**config.mk**
```make
export PLATFORM = sky130hd
export DESIGN_NAME = ertk_ram
export DESIGN_NICKNAME = d
export VERILOG_FILES = /design/src/rtl/core/ertk_ram.sv
export SDC_FILE = /design/constraint.sdc
export NUM_CORES = 2
export LEC_CHECK = 0
export BUFFER_PORTS_ARGS = -buffer_cell sky130_fd_sc_hd__buf_2
export CORE_MARGIN = 10
export CORE_UTILIZATION = 43
export DETAILED_ROUTE_END_ITERATION = 10
export PLACE_DENSITY = 0.57
export SETUP_SLACK_MARGIN = 0.15
export SLEW_MARGIN = 20
export SYNTH_ARGS = -nofsm -noshare
export SYNTH_HDL_FRONTEND = slang
export SYNTH_SLANG_ARGS = --single-unit
```
**constraint.sdc**
```tcl
create_clock -name clk -period 3.91 [get_ports clk]
set_clock_uncertainty 0.15 [all_clocks]
set_input_delay 0.1955 -clock clk [delete_from_list [all_inputs] [get_ports clk]]
set_output_delay 0.1955 -clock clk [all_outputs]
set_load 0.01 [all_outputs]
```
**src/rtl/core/ertk_ram.sv**
```systemverilog
// Single-port-write, single-port-read synchronous RAM with registered read data.
`default_nettype none
module ertk_ram #(
  parameter int DEPTH = 64,
  parameter int WIDTH = 32,
  parameter int AW    = 6
) (
  input  wire logic             clk,
  input  wire logic             we,
  input  wire logic [AW-1:0]    waddr,
  input  wire logic [WIDTH-1:0] wdata,
  input  wire logic [AW-1:0]    raddr,
  output logic      [WIDTH-1:0] rdata
);

  logic [WIDTH-1:0] mem [DEPTH];

  always_ff @(posedge clk) begin
    if (we) begin
      mem[waddr] <= wdata;
    end
  end

  always_ff @(posedge clk) begin
    rdata <= mem[raddr];
  end

endmodule
`default_nettype wire

```
=== After elaboration in Yosys (flattened, before gate mapping) ===
Memory sizes are Yosys's and may differ from the RTL's. A register that Yosys moved wholly into a read port is not among the register bits.
Cells that the tools add are included.

* Register bits after elaboration: 0
* Bits of input ports: 46
* Output and inout bits: 32
* ROM bits: 0
* Latch bits: 0
* Memories: 1
* Word-level logic and storage cells: 3
* RAM bits: 2,048

{| class="wikitable"
|+ Memory list
! name !! depth !! width !! rd ports !! clocked after memory_dff !! write ports !! line !! source
|-
| mem || 64 || 32 || 1 || 1 || 1 || 16 || <nowiki>logic [WIDTH-1:0] mem [DEPTH];</nowiki>
|}

* Reduce and logical (&&, ||, !) cells: 0
* Magnitude comparators: 0
* Shift-type cells: 0
* Eq/ne operators: 0
* Bitwise logic cells: 0
* $add $sub $neg: 0
* Multipliers: 0
* Divide/modulo/power cells: 0
* Muxes and demuxes: 2

{| class="wikitable"
|+ Operator list
! operator !! number
|-
| $mux 1 || 2
|}

=== Logic depth before layout (Yosys ltp) ===
* Depth after elaboration: 2
* Gate-level depth with buffers: 10

=== Least setup slack after synthesis ===
No wires, ideal clock.

* Path kind: in2reg
* Start point: in waddr[3]
* End point: mem mem[48][0], enable pin
* Stages: 4
* Arrival: 2.894 ns
* Setup slack: 0.405 ns
* Buffers on the path: 1
* Cell sequence: clkbuf_1 > nor2b_1 > nand4b_1 > nor3_1

{| class="wikitable"
|+ RTL lines
! what !! line !! source
|-
| from (decl) || 10 || <nowiki>input wire logic [AW-1:0] waddr,</nowiki>
|-
| to (decl) || 16 ||
|}

No word-level cell before the write port.

==> out/metrics.csv <==
metric,value,unit
outcome,finished clean,
synth.largest_area_cell,edfxtp_1,
drive_gt1_frac,0.307,
worstPathArrival,3.30,ns
cap_violations,0,
clkTransAtPathRegs,0.06,ns
die_h,447,microns
wirelength,210,mm
die_w,447,microns
ys_types,34,
synth_top_cell_area_share,0.783,
p_leak,28.3,nW
tightest_slew,1.09,ns
power_frac_seq,0.533,
io_pins,78,
fmax,361,MHz
worstSetupPathType,primary input to flop,
io_buffers,77,
dr.pass1.iters,5,
ys_seq_area_frac,0.791,
dieArea,200000,sq um
core_area,181000,sq um
pwr-share-comb,0.051,
netSwitchingFraction,0.213,
ant_nets,0,
routabilityCongestion,0.777,
grt_pass1_wl,295,mm
hold_path.startpoint,raddr[1],
yosys_warnings,0,
cts_resized,0,
ys.flop_type,edfxtp_1,
syn-cell-area,78500,sq um
ys_top_cells_by_area,"edfxtp_1 78%, mux4_2 16%, mux2i_1 1.2%",
synthArstFlopShare,0,
clockPowerShare,0.416,
end_kind,flop,
vias,37385,
setup_violations,0,
cts_buffers,209,
cts_tree,built,
cts_num_sinks,2080,
nNetsFinal,3728,
mostFrequentLayoutCells,"2048 x edfxtp_1, 544 x mux4_2, 212 x clkbuf_16, 196 x buf_4, 93 x mux2i_1",
maxSlewViolCount,0,
antenna_found_initial,11,
drc_errors,0,
cts-root-buf,clkbuf_16,
ctsHtreeMaxLevel,4,
cts_max_path_buffers,3,
gr-total-overflow,0,
ys_seq_elements,2080,
setup_tns,0,ns
hpwl,117,mm
detailedRoute.firstIterationViolations,4456,
switching_power,0.00990,W
clk_latency,0.85,ns
grt_max_degree,69,
fin_crit_sh,0.709,
avgSynthCellArea,23.6,sq um
synthCells,3324,
first_global_vias,38106,
wl_per_cell,33.6,microns
synth_nets,3370,
vias_per_cell,5.99,
synth_edf_count,2048,
grt.total_usage,0.208,
relSlewSlack,0.273,
rows,156,
fin_crit,2.77,ns
final_common_cell,edfxtp_1,
vdd.ir_drop.worst,0.334,mV
place_area,83500,sq um
initial_core_util,0.433,
worst_setup_path_start_kind,primary input,
grt_setup_unrepaired,false,
path_max_fanout,43,
syn_to_final_growth,15.5,%
cp-startpoint,raddr[3],
finalHoldViolCount,0,
utilization,0.501,
worst_ep_required_time,4.44,ns
powerDensity,513,nW/um^2
hp-class,primary input to flop,
p_int,0.0366,W
rr_startpoint,mem[28][24],
fin_area,90700,sq um
==> critical path, stage by stage <==
cell           delay, ns
dlygate4sd3_1       0.55
buf_6               0.28
buf_4               0.37
or3b_2              0.68
o221ai_1            0.27
a21oi_1             0.08
a21oi_1             0.66
nor2_1              0.12
==> through the flow <==
| step | setup slack (ns) | total power, W | cells | hold slack, ns |
|---|---|---|---|---|
| floorplan | 0.405 | 0.0264 | 3324 | 0.144 |
| global placement | 0.362 | 0.0276 | 5801 | 0.445 |
| detailed placement | 0.361 | 0.0276 | 5801 | 0.448 |
| CTS | 1.15 | 0.0469 | 6228 | 0.00143 |
| global route | 1.17 | 0.0479 | 6233 | 0.151 |
| finish | 1.14 | 0.0465 | 6237 | 0.148 |
==> cell usage after synthesis, types with 5 or more instances <==
master,count
edfxtp_1,2048
mux4_2,544
nor2_1,137
mux2i_1,93
o22ai_1,84
clkbuf_1,74
a21oi_1,62
buf_2,57
dfxtp_1,32
o221ai_1,27
nand2_1,26
buf_4,25
buf_1,21
nor2b_1,15
a22oi_1,12
a311oi_1,8
nand2b_1,8
nor3_1,7
buf_6,5
nand3_1,5
nand3b_1,5
==> cells by family (layout without fill, tap and decap cells) <==
logic type	Yosys count	in the layout	synth area share
multiplexers	637	637	0.168
other	0	4	0
AO/OA/AOI/OAI	202	202	0.0167
flip-flops	2080	2080	0.791
buffers and inverters	182	721	0.0113
AND/OR/NAND/NOR	223	223	0.0127
==> timing repair <==
item,4_1_cts,5_1_grt
endpoints found under the setup margin,0,0
hold endpoints to repair,968,320
hold buffers,35,5
buffers inserted,0,0
==> flip-flops by register name, summed over array words and instances, names as in the netlist <==
signal and flops:
mem 2048, rdata 32
==> metal layers <==
layer / up-vias / GRT usage / wire [microns]
li1: 15010 / - / -
met2: 1446 / 0.335 / 102000
met4: 4 / 0.0561 / 4970
met1: 20649 / 0.296 / 88500
met5: - / 0 / 25
met3: 276 / 0.0354 / 14100
==> power by group through the flow <==
| stage | combinational (W) | clock (W) | sequential (W) |
|---|---|---|---|
| after global routing | 0.00250 | 0.0206 | 0.0248 |
| after global placement | 0.00234 | 0 | 0.0253 |
| after detailed placement | 0.00236 | 0 | 0.0253 |
| final | 0.00236 | 0.0194 | 0.0248 |
| after CTS | 0.00239 | 0.0197 | 0.0248 |
| after floorplan | 0.00120 | 0 | 0.0252 |
==> worst paths after layout <==
kind                             endpoint  slack [ns]  depth (start not counted)
worst max register to register  rdata[24]        1.40                          4
worst max-delay path             rdata[0]        1.14                          8
worst min-delay path            rdata[27]        0.15                          5
worst min register to register   rdata[8]        0.61                          4
==> final cells by class <==
class | count | area (sq um)
Tap cell | 2370 | 2970
Timing Repair Buffer | 329 | 2930
Multi-Input combinational cell | 1062 | 16000
Clock inverter | 89 | 866
Fill cell | 14230 | 90500
Clock buffer | 303 | 5790
Sequential cell | 2080 | 62100
Antenna cell | 4 | 10.0
No activity file was read; power rests on OpenSTA's default activity.
